--- config.mk ---
export PLATFORM = sky130hd
export DESIGN_NAME = eeg_headset_packet_parser
export DESIGN_NICKNAME = d
export VERILOG_FILES = /design/src/rtl/core/ehpp_pkg.sv /design/src/rtl/core/ehpp_row_decoder.sv /design/src/rtl/core/eeg_headset_packet_parser.sv
export SDC_FILE = /design/constraint.sdc
export NUM_CORES = 1
export LEC_CHECK = 0
export BUFFER_PORTS_ARGS = -buffer_cell sky130_fd_sc_hd__buf_4
export CORE_MARGIN = 2
export CORE_UTILIZATION = 35
export DETAILED_ROUTE_END_ITERATION = 10
export SYNTH_ARGS = -nofsm -noshare
export SYNTH_HDL_FRONTEND = slang
export SYNTH_SLANG_ARGS = --single-unit
export TNS_END_PERCENT = 20
--- constraint.sdc ---
create_clock -name clk_i -period 25.7 [get_ports clk_i]
set_clock_uncertainty 0.1 [all_clocks]
set_input_delay 0 -clock clk_i [delete_from_list [all_inputs] [get_ports clk_i]]
set_output_delay 0 -clock clk_i [all_outputs]
set_load 0.05 [all_outputs]
--- src/rtl/core/ehpp_pkg.sv ---
// ----------------------------------------------------------------------------
// ehpp_pkg
// Shared types and constants of the EEG headset packet parser: frame and row
// phases, row codes, status codes and the control group between the framer
// and the row decoder.
// ----------------------------------------------------------------------------
`default_nettype none

package ehpp_pkg;

  // Framing constants
  localparam logic [7:0] SyncByte      = 8'hAA;
  localparam logic [7:0] MaxLenReset   = 8'd169;
  localparam logic [7:0] QualityAbsent = 8'd200;
  localparam logic [7:0] ShortLength   = 8'd4;

  // Row codes
  localparam logic [7:0] CodeQuality    = 8'h02;
  localparam logic [7:0] CodeAttention  = 8'h04;
  localparam logic [7:0] CodeMeditation = 8'h05;
  localparam logic [7:0] CodeSkipThree  = 8'h80;
  localparam logic [7:0] CodeBands      = 8'h83;

  // Band storage
  localparam int unsigned BandCount   = 8;
  localparam int unsigned BandIdxW    = $clog2(BandCount);
  localparam int unsigned BandW       = 24;
  localparam int unsigned BandBytes   = 3;
  localparam int unsigned ByteSelW    = 2;
  localparam logic [BandIdxW-1:0] LastBand     = BandIdxW'(BandCount - 1);
  localparam logic [ByteSelW-1:0] LastBandByte = ByteSelW'(BandBytes - 1);

  typedef logic [BandCount-1:0][BandW-1:0] band_array_t;

  // Result status codes
  localparam logic [1:0] StatusValid          = 2'd0;
  localparam logic [1:0] StatusNoQuality      = 2'd1;
  localparam logic [1:0] StatusShortNoQuality = 2'd2;

  // Packet framing phase
  typedef enum logic [2:0] {
    FrHunt1,
    FrHunt2,
    FrLength,
    FrPayload,
    FrCheck
  } frame_phase_e;

  // Row decoding phase
  typedef enum logic [2:0] {
    FdCode,
    FdQuality,
    FdAttention,
    FdMeditation,
    FdSkip,
    FdBandLead,
    FdBand
  } field_phase_e;

  // Framer to row decoder
  typedef struct packed {
    logic clear;   // new packet: restore staged values
    logic parse;   // payload beat to decode
  } ehpp_ctl_t;

endpackage : ehpp_pkg

`default_nettype wire

--- src/rtl/core/ehpp_row_decoder.sv ---
// ----------------------------------------------------------------------------
// ehpp_row_decoder
// Decodes payload rows byte by byte and holds the staged readings of the
// packet in progress: quality, attention, meditation and the band powers.
// ----------------------------------------------------------------------------
`default_nettype none

module ehpp_row_decoder (
  input  wire logic                 clk_i,
  input  wire logic                 rst_ni,
  input  wire ehpp_pkg::ehpp_ctl_t  ctl_i,
  input  wire logic [7:0]           data_i,
  output logic [7:0]                quality_o,
  output logic [7:0]                attention_o,
  output logic [7:0]                meditation_o,
  output ehpp_pkg::band_array_t     bands_o
);
  import ehpp_pkg::*;

  field_phase_e          field_q, field_d;
  logic [1:0]            skip_q, skip_d;
  logic [BandIdxW-1:0]   band_sel_q, band_sel_d;
  logic [ByteSelW-1:0]   byte_sel_q, byte_sel_d;
  logic [7:0]            quality_q, quality_d;
  logic [7:0]            attention_q, attention_d;
  logic [7:0]            meditation_q, meditation_d;
  band_array_t           bands_q, bands_d;
  logic [BandW-1:0]      band_byte;

  // Next row phase
  always_comb begin
    field_d = field_q;
    if (ctl_i.clear) begin
      field_d = FdCode;
    end else if (ctl_i.parse) begin
      unique case (field_q)
        FdQuality, FdAttention, FdMeditation: field_d = FdCode;
        FdSkip: begin
          if (skip_q == 2'd1) field_d = FdCode;
        end
        FdBandLead: field_d = FdBand;
        FdBand: begin
          if (byte_sel_q == LastBandByte && band_sel_q == LastBand) field_d = FdCode;
        end
        default: begin
          unique case (data_i)
            CodeQuality:    field_d = FdQuality;
            CodeAttention:  field_d = FdAttention;
            CodeMeditation: field_d = FdMeditation;
            CodeSkipThree:  field_d = FdSkip;
            CodeBands:      field_d = FdBandLead;
            default:        field_d = FdCode;
          endcase
        end
      endcase
    end
  end

  // Place the beat at its big-endian position within a band
  always_comb begin
    case (byte_sel_q)
      2'd0:    band_byte = {data_i, 16'h0000};
      2'd1:    band_byte = {8'h00, data_i, 8'h00};
      default: band_byte = {16'h0000, data_i};
    endcase
  end

  // Staged values and row counters
  always_comb begin
    skip_d       = skip_q;
    band_sel_d   = band_sel_q;
    byte_sel_d   = byte_sel_q;
    quality_d    = quality_q;
    attention_d  = attention_q;
    meditation_d = meditation_q;
    bands_d      = bands_q;
    if (ctl_i.clear) begin
      skip_d       = 2'd0;
      band_sel_d   = '0;
      byte_sel_d   = '0;
      quality_d    = QualityAbsent;
      attention_d  = 8'd0;
      meditation_d = 8'd0;
      bands_d      = '0;
    end else if (ctl_i.parse) begin
      unique case (field_q)
        FdQuality:    quality_d    = data_i;
        FdAttention:  attention_d  = data_i;
        FdMeditation: meditation_d = data_i;
        FdSkip:       skip_d       = skip_q - 2'd1;
        FdBandLead: begin
          band_sel_d = '0;
          byte_sel_d = '0;
        end
        FdBand: begin
          bands_d[band_sel_q] = bands_q[band_sel_q] | band_byte;
          if (byte_sel_q == LastBandByte) begin
            byte_sel_d = '0;
            band_sel_d = (band_sel_q == LastBand) ? '0 : band_sel_q + 1'b1;
          end else begin
            byte_sel_d = byte_sel_q + 1'b1;
          end
        end
        default: begin
          if (data_i == CodeSkipThree) skip_d = 2'd3;
        end
      endcase
    end
  end

  // Hold state between beats
  always_ff @(posedge clk_i or negedge rst_ni) begin
    if (!rst_ni) begin
      field_q      <= FdCode;
      skip_q       <= 2'd0;
      band_sel_q   <= '0;
      byte_sel_q   <= '0;
      quality_q    <= QualityAbsent;
      attention_q  <= 8'd0;
      meditation_q <= 8'd0;
      bands_q      <= '0;
    end else begin
      field_q      <= field_d;
      skip_q       <= skip_d;
      band_sel_q   <= band_sel_d;
      byte_sel_q   <= byte_sel_d;
      quality_q    <= quality_d;
      attention_q  <= attention_d;
      meditation_q <= meditation_d;
      bands_q      <= bands_d;
    end
  end

  assign quality_o    = quality_q;
  assign attention_o  = attention_q;
  assign meditation_o = meditation_q;
  assign bands_o      = bands_q;

endmodule : ehpp_row_decoder

`default_nettype wire

--- src/rtl/core/eeg_headset_packet_parser.sv ---
// ----------------------------------------------------------------------------
// eeg_headset_packet_parser
// Packet framer for a serial EEG headset stream with row decoding and a
// registered result.
// ----------------------------------------------------------------------------
// Usage:
//   Input channel (in_valid_i / in_ready_o / rx_byte_i) carries one received
//   byte per beat. The block finds two 0xAA sync bytes and a length byte,
//   decodes the payload rows as they arrive and checks the checksum byte.
//   Output channel (out_valid_o / out_ready_i) carries one result per packet
//   whose checksum matches; bad packets give no beat.
//   Throughput: one byte per cycle while in_ready_o is high. Latency: the
//   result is presented in the cycle after the checksum beat is accepted,
//   from the output register.
//   Stall: while a result waits, bytes of the next packet are still taken;
//   in_ready_o drops only when a checksum byte is due and the output
//   register is still full.
//   cfg_we_i / cfg_wdata_i write the largest payload length (169 after
//   reset); write it only while the block is idle.
//   Reset: asynchronous, active low; the block returns to hunting for sync,
//   the output register empties and staged readings take their reset values.
// ----------------------------------------------------------------------------
`default_nettype none

module eeg_headset_packet_parser (
  input  wire logic        clk_i,
  input  wire logic        rst_ni,
  input  wire logic        cfg_we_i,
  input  wire logic [7:0]  cfg_wdata_i,
  input  wire logic        in_valid_i,
  output logic             in_ready_o,
  input  wire logic [7:0]  rx_byte_i,
  output logic             out_valid_o,
  input  wire logic        out_ready_i,
  output logic [1:0]       packet_status_o,
  output logic [7:0]       signal_quality_o,
  output logic [7:0]       attention_level_o,
  output logic [7:0]       meditation_level_o,
  output logic [23:0]      band_delta_o,
  output logic [23:0]      band_theta_o,
  output logic [23:0]      band_low_alpha_o,
  output logic [23:0]      band_high_alpha_o,
  output logic [23:0]      band_low_beta_o,
  output logic [23:0]      band_high_beta_o,
  output logic [23:0]      band_low_gamma_o,
  output logic [23:0]      band_mid_gamma_o
);
  import ehpp_pkg::*;

  frame_phase_e  frame_q, frame_d;
  logic [7:0]    max_len_q;
  logic [7:0]    left_q, left_d;
  logic [7:0]    sum_q, sum_d;
  logic          len_four_q, len_four_d;
  logic          beat;
  logic          load;
  ehpp_ctl_t     ctl;
  logic [7:0]    quality, attention, meditation;
  band_array_t   bands;
  logic          out_valid_q;
  logic [1:0]    status_q, status_d;
  logic [7:0]    quality_q, attention_q, meditation_q;
  band_array_t   bands_q;

  // Accept a byte unless a checksum is due and a held result is not taken
  assign in_ready_o = !(frame_q == FrCheck && out_valid_q && !out_ready_i);
  assign beat       = in_valid_i && in_ready_o;

  // Next framing phase
  always_comb begin
    frame_d = frame_q;
    if (beat) begin
      unique case (frame_q)
        FrHunt2:  frame_d = (rx_byte_i == SyncByte) ? FrLength : FrHunt1;
        FrLength: begin
          if (rx_byte_i > max_len_q)    frame_d = FrHunt1;
          else if (rx_byte_i == 8'd0)   frame_d = FrCheck;
          else                          frame_d = FrPayload;
        end
        FrPayload: begin
          if (left_q == 8'd1) frame_d = FrCheck;
        end
        FrCheck:  frame_d = FrHunt1;
        default:  frame_d = (rx_byte_i == SyncByte) ? FrHunt2 : FrHunt1;
      endcase
    end
  end

  // Framing outputs: decoder control, counters, checksum and result load
  always_comb begin
    ctl        = '0;
    load       = 1'b0;
    left_d     = left_q;
    sum_d      = sum_q;
    len_four_d = len_four_q;
    if (beat) begin
      unique case (frame_q)
        FrLength: begin
          if (rx_byte_i <= max_len_q) begin
            ctl.clear  = 1'b1;
            left_d     = rx_byte_i;
            sum_d      = 8'd0;
            len_four_d = (rx_byte_i == ShortLength);
          end
        end
        FrPayload: begin
          ctl.parse = 1'b1;
          sum_d     = sum_q + rx_byte_i;
          left_d    = left_q - 8'd1;
        end
        FrCheck:  load = (rx_byte_i == ~sum_q);
        default:  ;
      endcase
    end
  end

  ehpp_row_decoder u_rows (
    .clk_i        (clk_i),
    .rst_ni       (rst_ni),
    .ctl_i        (ctl),
    .data_i       (rx_byte_i),
    .quality_o    (quality),
    .attention_o  (attention),
    .meditation_o (meditation),
    .bands_o      (bands)
  );

  // Status of the finished packet
  always_comb begin
    if (quality != QualityAbsent) status_d = StatusValid;
    else if (len_four_q)          status_d = StatusShortNoQuality;
    else                          status_d = StatusNoQuality;
  end

  // Framer state and length limit
  always_ff @(posedge clk_i or negedge rst_ni) begin
    if (!rst_ni) begin
      frame_q    <= FrHunt1;
      max_len_q  <= MaxLenReset;
      left_q     <= 8'd0;
      sum_q      <= 8'd0;
      len_four_q <= 1'b0;
    end else begin
      frame_q    <= frame_d;
      left_q     <= left_d;
      sum_q      <= sum_d;
      len_four_q <= len_four_d;
      if (cfg_we_i) max_len_q <= cfg_wdata_i;
    end
  end

  // Output valid: set on load, drop when taken
  always_ff @(posedge clk_i or negedge rst_ni) begin
    if (!rst_ni) begin
      out_valid_q <= 1'b0;
    end else if (load) begin
      out_valid_q <= 1'b1;
    end else if (out_ready_i) begin
      out_valid_q <= 1'b0;
    end
  end

  // Capture the result payload
  always_ff @(posedge clk_i) begin
    if (load) begin
      status_q     <= status_d;
      quality_q    <= quality;
      attention_q  <= attention;
      meditation_q <= meditation;
      bands_q      <= bands;
    end
  end

  assign out_valid_o        = out_valid_q;
  assign packet_status_o    = status_q;
  assign signal_quality_o   = quality_q;
  assign attention_level_o  = attention_q;
  assign meditation_level_o = meditation_q;
  assign band_delta_o       = bands_q[0];
  assign band_theta_o       = bands_q[1];
  assign band_low_alpha_o   = bands_q[2];
  assign band_high_alpha_o  = bands_q[3];
  assign band_low_beta_o    = bands_q[4];
  assign band_high_beta_o   = bands_q[5];
  assign band_low_gamma_o   = bands_q[6];
  assign band_mid_gamma_o   = bands_q[7];

endmodule : eeg_headset_packet_parser

`default_nettype wire

[Word-level counts from Yosys, hierarchy flattened]
Cells that the tools add are included.
Widths: inputs -> output; s select.
Storage, ports and cells
  flip-flop bits (word level): 473
  input port bits: 21
  output and inout port bits: 220
  word-level logic and storage cells: 160
Operators by class
  add/sub/neg operators: 5
  $lt $le $gt $ge: 4
  equality and inequality tests: 29
  multiplexer cells: 56
  bitwise operators: 2
  reductions and logical operators: 31
Operator list (count)
  $mux 192: 3
  $bwmux 192: 1
  $mux 8: 11
  $bmux 24 s3: 1
  $demux 24 s3: 1
  $mux 24: 2
  $pmux 24 s2: 1
  $mux 3: 11
  $pmux 8 s2: 2
  $eq 8x8->1 const B: 3
  $or 24x24->24: 1
  $pmux 3 s4: 2
  $mux 2: 9
  $eq 8x3->1 const B: 2
  $eq 3x3->1 const B: 5
  $pmux 3 s5: 1
  $reduce_and 3->1: 5
  $reduce_bool 2->1: 7
  $eq 3x2->1 const B: 4
  $reduce_and 2->1: 6
  $ne 3x2->1 const B: 3
  $add 8x8->8: 1
  $eq 8x1->1 const B: 1
  $eq 8x2->1 const B: 1
  26 further kinds: 43

[Longest topological paths before layout]
Gate-level depths: netlist of the first run.
  word-level depth: 8
  mapped depth: 12
  mapped depth without buffers: 8

[By module]
Synthesis of the first run repeated with hierarchy kept, for this count alone.
Unflattened totals
  cells, all modules: 1512
  area total of the unflattened synthesis: 19299.8 sq um
By module, submodules not included
  ehpp_row_decoder: instances 1, cells an instance 1071, area an instance 10726.5 sq um, seq. area each 5659.2 sq um
  eeg_headset_packet_parser: instances 1, cells an instance 441, area an instance 8573.2 sq um, seq. area each 7277.0 sq um

[Worst setup path before layout of the first run]
No wires, ideal clock.
  kind: reg-to-reg
  start: register out_valid_q, in the netlist out_valid_o
  end: register out_valid_q, in the netlist out_valid_o
  setup time: 0.181 ns
  arrival time: 23.555 ns
  data required time: 25.419 ns
  path slack: 1.864 ns
  cell stages (with the launch flop): 6
  buffers on the path: 0
  period minus slack after synthesis: 23.836 ns
  path through: dfrtp_1 -> nor2b_1 -> nand3_2 -> nand2_1 -> nor4_1 -> or2_2
On the way
  word-level cells in the longest chain between the ends: 6
  elaborated cells between the ends (all ways): 7
  classes of those cells: mux (2); reduce/logical (5)
RTL lines
  from (decl): RTL line eeg_headset_packet_parser.sv:60  | logic out_valid_q;
  from (signal assigned): RTL line eeg_headset_packet_parser.sv:155  | out_valid_q <= 1'b0;
  from (signal assigned): RTL line eeg_headset_packet_parser.sv:157  | out_valid_q <= 1'b1;
  from (signal assigned): RTL line eeg_headset_packet_parser.sv:159  | out_valid_q <= 1'b0;
  $logic_and 1x1->1 * (2 in series): RTL line eeg_headset_packet_parser.sv:66  | assign in_ready_o = !(frame_q == FrCheck && out_valid_q && !out_ready_i);
  $logic_not 1->1 *: RTL line eeg_headset_packet_parser.sv:66
  via in_ready_o: RTL line eeg_headset_packet_parser.sv:31  | output logic in_ready_o,
  $logic_and 1x1->1 *: RTL line eeg_headset_packet_parser.sv:67  | assign beat = in_valid_i && in_ready_o;
  $mux 1 *: RTL line eeg_headset_packet_parser.sv:96  | if (beat) begin
  via load: RTL line eeg_headset_packet_parser.sv:56  | logic load;
  $mux 1 or $reduce_bool 2->1 (tied branches)
Mark *: on every way through the listed nets, which the timed path passes. The rest lies on a longest branch.
A chain may end at the register's enable or synchronous reset.

[Worst setup path after layout of the first run]
  start: register u_rows.band_sel_q[0]
  end: register u_rows.bands_q (netlist bit u_rows.bands_o[57])
On the way
  word-level cells in the longest chain between the ends: 8
  elaborated cells between the ends (all ways): 12
  classes of those cells: order compare (2); mux (8); bitwise (1); reduce/logical (1)
RTL lines
  from (decl): RTL line ehpp_row_decoder.sv:22  | logic [BandIdxW-1:0] band_sel_q, band_sel_d;
  from (signal assigned): RTL line ehpp_row_decoder.sv:125  | band_sel_q <= band_sel_d;
  $lt 3x4->1 (not written as such) or $ge 3x1->1 (tied branches): RTL line ehpp_row_decoder.sv:96  | bands_d[band_sel_q] = bands_q[band_sel_q] | band_byte;
  $logic_and 1x1->1 (not written as such): RTL line ehpp_row_decoder.sv:96
  $mux 24 (not written as such): RTL line ehpp_row_decoder.sv:96
  $demux 24 s3
  $bwmux 192 *: RTL line ehpp_row_decoder.sv:96
  $mux 192 *: RTL line ehpp_row_decoder.sv:86  | unique case (field_q)
  $mux 192 *: RTL line ehpp_row_decoder.sv:85  | end else if (ctl_i.parse) begin
  $mux 192 *: RTL line ehpp_row_decoder.sv:77  | if (ctl_i.clear) begin
  to (signal assigned): RTL line ehpp_row_decoder.sv:130  | bands_q <= bands_d;
  to (decl): RTL line ehpp_row_decoder.sv:27  | band_array_t bands_q, bands_d;
Mark *: on every way between the ends. The rest lies on a longest branch, timed or not. The select of a mux whose other input is x is not followed.

==> impl_metrics.csv, run 1 <==
group,metric,value,unit
logic_synthesis,synth_area,18700,um^2
sta,rsz0062_at_grt,"no",
floorplanning,std_cell_rows,84,
floorplanning,start_util,35.5,%
grt,grt_pass1_wl,81.9,mm
clock_tree,cts-buffers-inserted,51,
setup_path,critPathMaxFanout,26,
placed_design,io_buffer_count,240,
logic_synthesis,async_flop_share,53.9,%
route,detail_route.iter0.violations,1294,
sta,final.setup.tns,0,ns
placed_design,dp.cells,2221,
route,routed_wl,54.1,mm
pwr,ir_drop,48.1,uV
floorplanning,ios,241,
logic_synthesis,syn-num-nets,1421,
setup_path,startpoint,"u_rows.band_sel_q[0]",
setup_path,critPathArrivalTime,4.23,ns
outcome,status,"complete, but fails checks",
finish,instances_no_fill,2356,
route,wl_per_cell,23.0,um
finish,design_area,23200,um^2
min_path,hold_path_class,"in2reg",
sta,slew_headroom,15.8,%
setup_path,worst_path_most_repeated_cell,"a22o_1",
finish,mostFrequentLayoutCells,"259 x buf_4, 247 x dfrtp_1, 218 x edfxtp_1, 134 x a22o_1, 95 x nand3_1",
sta,max_freq,0.265,GHz
logic_synthesis,synth-seq-cells,473,
grt,grt_pass1_vias,12600,
route,via_per_inst,5.45,
logic_synthesis,synthFlopType,"dfrtp_1",
floorplanning,die_y,235,um
setup_path,critPathKind,"reg2reg",
pwr,power,1.54,mW
sta,hold_violations,0,
sta,fin_crit,3.77,ns
clock_tree,clockBufferDepth,3,
finish,final_nets,1667,
setup_path,r2r-start,"u_rows.band_sel_q[0]",
outcome,violations,"design-rule violations",
setup_path,cp-start-kind,"register",
finish,final_core_utilization,43.9,%
setup_path,cpMaxStageDelayCell,"nor2b_2",
clock_tree,clk_pin_slew,0.06,ns
setup_path,reg2reg_depth,6,
placed_design,place_area,21100,um^2
finish,drive_above_1_share,22.9,%
placed_design,dp_hpwl,35.4,mm
logic_synthesis,synth_cell_type_count,67,
setup_path,crit_required,26.15,ns
logic_synthesis,synthSimpleGateAreaFrac,7.83,%
logic_synthesis,synth_adder_area_share,1.44,%
logic_synthesis,synthCells,1379,
logic_synthesis,synth-compound-area-share,15.7,%
setup_path,reg2reg_setup_slack,21.93,ns
clock_tree,cts_tree,"built",
clock_tree,htreeDepth,2,
route,route.detailed.drc,1,
route,ant_nets,0,
floorplanning,die_width,235,um
route,vias,12800,
sta,finalMaxSlewViolations,0,
finish,insertedDiodeCount,0,
sta,setup_viol,0,
logic_synthesis,ys_seq_area_share,69.1,%
setup_path,setup.worst_path.end_class,"register",
setup_path,endpoint,"u_rows.bands_o[57]",
sta,whs,0.133,ns
logic_synthesis,synth_edf_count,218,
clock_tree,clock_latency,0.61,ns
logic_synthesis,synthXorXnorAreaFrac,0.374,%
finish,final_common_cell,"buf_4",
pwr,p_leak,8.95,nW
clock_tree,cts_sinks,473,
sta,period_share,14.7,%
setup_path,rr_endpoint,"u_rows.bands_o[57]",
setup_path,crit_chain,"and2_1 > nor2b_2 > a22o_1 > a221oi_1 > a31oi_1 > a22o_1",
route,drtPass1Iterations,9,
logic_synthesis,synthMuxAreaShare,2.68,%
clock_tree,root_buffer,"clkbuf_16",
grt,grtUsageTotal,19.4,%
sta,tightest_slew,1.26,ns
sta,worst_slack,21.93,ns
floorplanning,dieArea,55400,um^2
logic_synthesis,postSynthAreaPerCell,13.6,um^2
setup_path,cp_slowest_stage_delay,1.14,ns
grt,antenna_found_initial,0,
floorplanning,core_area,52800,um^2
flow_run,cap_violations,0,
placed_design,place_congestion,0.846,
placed_design,pre_cts_slack,21.98,ns
grt,overflow,0,
grt,grt_max_degree,193,
finish,syn_to_final_growth,23.6,%
pwr,cellPowerDensity,66.6,nW/um^2
logic_synthesis,ys_warn_count,0,
logic_synthesis,synth_top_family_by_area,"compound AO/OA/AOI/OAI gates",
==> report_power, final <==
group / leakage (nW) / internal, mW / switching [mW]
clock: 0.794 / 0.409 / 0.308
sequential: 5.18 / 0.789 / 0.00144
combinational: 2.97 / 0.0121 / 0.0228
==> registers in the layout, summed over array words and instances, names as in the netlist, 8 cells and up <==
register and cells:
attention_level_o 8, band_delta_o 24, band_high_alpha_o 24, band_high_beta_o 24, band_low_alpha_o 24, band_low_beta_o 24, band_low_gamma_o 24, band_mid_gamma_o 24
band_theta_o 24, left_q 8, max_len_q 8, meditation_level_o 8, signal_quality_o 8, sum_q 8, u_rows.attention_o 8, u_rows.bands_o 192
u_rows.meditation_o 8, u_rows.quality_o 8
==> worst min path at each step <==
stage,from,end,slack [ns],cells after the start
finish,cfg_we_i,max_len_q[5],0.13,3
global route,cfg_we_i,max_len_q[5],0.13,3
CTS,cfg_we_i,max_len_q[7],0.1,3
detailed placement,rst_ni,max_len_q[6],0.02,1
global placement,rst_ni,max_len_q[1],0.04,1
floorplan,rst_ni,frame_q[0],-0.40,0
==> cells in the mapped netlist (14+ instances only) <==
master	number	area [um^2]
nand3_1	95	475
o21ai_0	37	185
edfxtp_1	218	6550
a22o_1	134	1170
o21ai_1	85	425
mux2i_1	40	400
clkbuf_1	66	248
inv_1	16	60.1
dfrtp_1	248	6210
ha_1	20	250
a21oi_1	42	210
a221oi_1	14	123
buf_2	27	135
nand2_1	74	278
a22oi_1	44	330
nor2_1	54	203
==> cells by family after synthesis <==
kind of cell               count (synthesis)
DFF                                      473
AOI/OAI and AO/OA                        411
and+or+nand+nor                          296
buffers and inverters                    123
muxes                                     47
adders and majority gates                 21
xor gates and xnor gates                   8
==> routing by layer <==
| layer | vias to the layer above | wire, um | GRT usage (%) | part of all wire (%) |
|---|---|---|---|---|
| li1 | 5763 | - | - | - |
| met1 | 6477 | 23500 | 26.9 | 43 |
| met2 | 500 | 25200 | 30.4 | 47 |
| met3 | 106 | 3530 | 3.66 | 6.5 |
| met4 | 0 | 1820 | 7.45 | 3.4 |
| met5 | - | 0 | 0 | 0 |
==> final cells by class <==
cell class,instances,area [um^2]
clock buffer,64,1370
clock inverter,32,275
fill,4820,29600
inverter,16,60.1
multi-input combinational,783,5290
sequential,473,12900
tap,688,861
timing repair buffer,300,2370
==> repair_timing <==
action,4_1_cts,5_1_grt
setup buffers,0,0
gates resized for setup,0,0
hold endpoints to repair,159,0
hold buffers,39,0
==> critical path, delay by kind of cell, from the launching register on <==
family          cells  cell delay, ns
simple gates        2            1.99
compound gates      4            1.25
flops               1            0.35
No activity file was read; power rests on OpenSTA's default activity.
==> inputs of run 2 (changes only) <==
==> constraint.sdc (replaced) <==
create_clock -name clk_i -period 3.4 [get_ports clk_i]
set_clock_uncertainty 0.1 [all_clocks]
set_input_delay 0 -clock clk_i [delete_from_list [all_inputs] [get_ports clk_i]]
set_output_delay 0 -clock clk_i [all_outputs]
set_load 0.05 [all_outputs]
==> run 2 against run 1 <==
The run now ends clean. Cell count is 1.2% higher. Clock power grew to 7.7 times the previous value. Power grew to 7.6 times the previous value. Critical path depth is 2 higher. Non-clock buffer count is 31 higher. Fmax is 32% higher. Combinational power grew to 8.1 times the previous value. Worst setup slack worse by 21 ns. Clock-buffer cell count is 3 higher. Critical path type unchanged. Largest power group unchanged.
==> impl_metrics.csv, run 2 (synthesized netlist as in run 1, its figures left out) <==
group,metric,value,unit
floorplanning,dieArea,55400,um^2
grt,grt_max_degree,83,
route,ant_nets,0,
finish,drive_above_1_share,24.8,%
finish,final_nets,1697,
clock_tree,root_buffer,"clkbuf_16",
clock_tree,cts-buffers-inserted,50,
finish,syn_to_final_growth,25.8,%
sta,max_freq,0.350,GHz
clock_tree,cts_tree,"built",
floorplanning,start_util,35.5,%
grt,overflow,0,
sta,slew_headroom,47.7,%
outcome,status,"completed",
setup_path,critPathKind,"reg2reg",
placed_design,io_buffer_count,240,
sta,setup_viol,0,
placed_design,dp.cells,2253,
clock_tree,clock_latency,0.60,ns
pwr,ir_drop,409,uV
setup_path,cp-start-kind,"register",
sta,finalMaxSlewViolations,0,
grt,antenna_found_initial,0,
pwr,swShare,21.3,%
min_path,hold_path_class,"in2async",
clock_tree,cts_sinks,473,
route,vias,13000,
grt,grt_pass1_wl,81.8,mm
sta,fin_crit,2.86,ns
flow_run,cap_violations,0,
route,routed_wl,54.1,mm
setup_path,setup.worst_path.end_class,"register",
setup_path,critPathArrivalTime,3.28,ns
setup_path,crit_required,3.83,ns
grt,grtUsageTotal,19.3,%
finish,largest_register_ffs,192,
sta,whs,0.00205,ns
setup_path,critPathMaxFanout,17,
route,via_per_inst,5.43,
pwr,p_comb_share,2.4,%
clock_tree,clockBufferDepth,3,
route,wl_per_cell,22.7,um
pwr,p_sw,2.51,mW
route,detail_route.iter0.violations,1266,
floorplanning,die_width,235,um
placed_design,place_congestion,0.810,
floorplanning,std_cell_rows,84,
sta,rsz0062_at_grt,"no",
grt,grt_pass1_vias,12800,
route,route.detailed.drc,0,
pwr,pwr-share-seq,50.7,%
floorplanning,die_y,235,um
clock_tree,clk_pin_slew,0.07,ns
finish,instances_no_fill,2385,
pwr,p_clk_share,46.9,%
clock_tree,htreeDepth,2,
sta,period_share,84.0,%
sta,hold_violations,0,
clock_tree,cts_setup_buffers,0,
pwr,cellPowerDensity,500,nW/um^2
finish,insertedDiodeCount,0,
route,drtPass1Iterations,5,
pwr,p_leak,9.15,nW
finish,final_common_cell,"buf_4",
floorplanning,core_area,52800,um^2
setup_path,reg2reg_setup_slack,0.54,ns
placed_design,dp_hpwl,36.1,mm
finish,final_core_utilization,44.7,%
finish,mostFrequentLayoutCells,"285 x buf_4, 246 x dfrtp_1, 218 x edfxtp_1, 134 x a22o_1, 95 x nand3_1",
floorplanning,ios,241,
pwr,p_int,9.28,mW
sta,tightest_slew,0.782,ns
[run 2: cell types whose count changed in the layout (fill, tap and decap cells not counted), sizes merged]
cell         previous run  this run
clkinvlp                3         5
dlygate4sd3            39        37
clkinv                 26        13
clkbuf                 64        67
inv                    16        20
buf                   261       294
bufinv                  3         5
[run 2: metal layers]
| layer | up-vias | GRT usage (%) | wire length (um) |
|---|---|---|---|
| met5 | - | 0 | 0 |
| met4 | 0 | 5.73 | 1390 |
| met3 | 79 | 4.39 | 3680 |
| met2 | 502 | 30.8 | 25700 |
| met1 | 6566 | 26.4 | 23300 |
| li1 | 5812 | - | - |
[run 2: what timing repair did]
item                                   in CTS  in global routing
resized for setup                           0                  0
hold buffers                               38                  0
endpoints found under the hold margin     260                  0
[run 2: path summary, 6_finish.rpt]
check / from / end / cells after the start
min: rst_ni / u_rows.skip_q[0] / 3
max in group asynchronous: rst_ni / u_rows.bands_o[163] / 3
max: frame_q[0] / u_rows.bands_o[47] / 8
max reg2reg: frame_q[0] / u_rows.bands_o[47] / 8
min reg2reg: u_rows.attention_o[7] / attention_level_o[7] / 0
min in group clk_i: cfg_we_i / max_len_q[7] / 3
[run 2: area by class of cell]
| cell class | count | area, um^2 |
|---|---|---|
| flip-flops and latches | 473 | 12900 |
| repair buffers | 331 | 2690 |
| inverters | 16 | 60.1 |
| clock buffers | 67 | 1360 |
| multi-input cells | 783 | 5350 |
| clock inverters | 27 | 314 |
| well taps | 688 | 861 |
| fillers | 4752 | 29200 |
[run 2: metrics by stage]
stage | TNS [ns] | worst slack [ns] | cell area, um^2 | power, mW
after floorplan | -1115.92 | -5.17 | 18800 | 6.18
after global placement | 0 | 0.654 | 21500 | 6.32
after detailed placement | 0 | 0.552 | 21500 | 6.33
after CTS | 0 | 0.543 | 23600 | 11.9
after global routing | 0 | 0.268 | 23600 | 12.2
final | 0 | 0.544 | 23600 | 11.8
[run 2: power groups by stage]
stage / Sequential [mW] / Clock [mW] / Combinational, mW
4_1_cts: 5.97 / 5.65 / 0.288
2_1_floorplan: 6.08 / 0 / 0.100
6_report: 5.97 / 5.53 / 0.281
3_3_place_gp: 6.09 / 0 / 0.238
3_5_place_dp: 6.09 / 0 / 0.245
5_1_grt: 5.97 / 5.89 / 0.316
[run 2: worst max-delay path: stages, from the launching register on]
cell	delay, ns
dfrtp_1	0.58
nor2_1	0.41
nand3_4	0.11
nand2_1	0.25
nor4b_2	0.09
buf_4	0.19
a21oi_1	0.60
buf_4	0.29
a22o_1	0.15
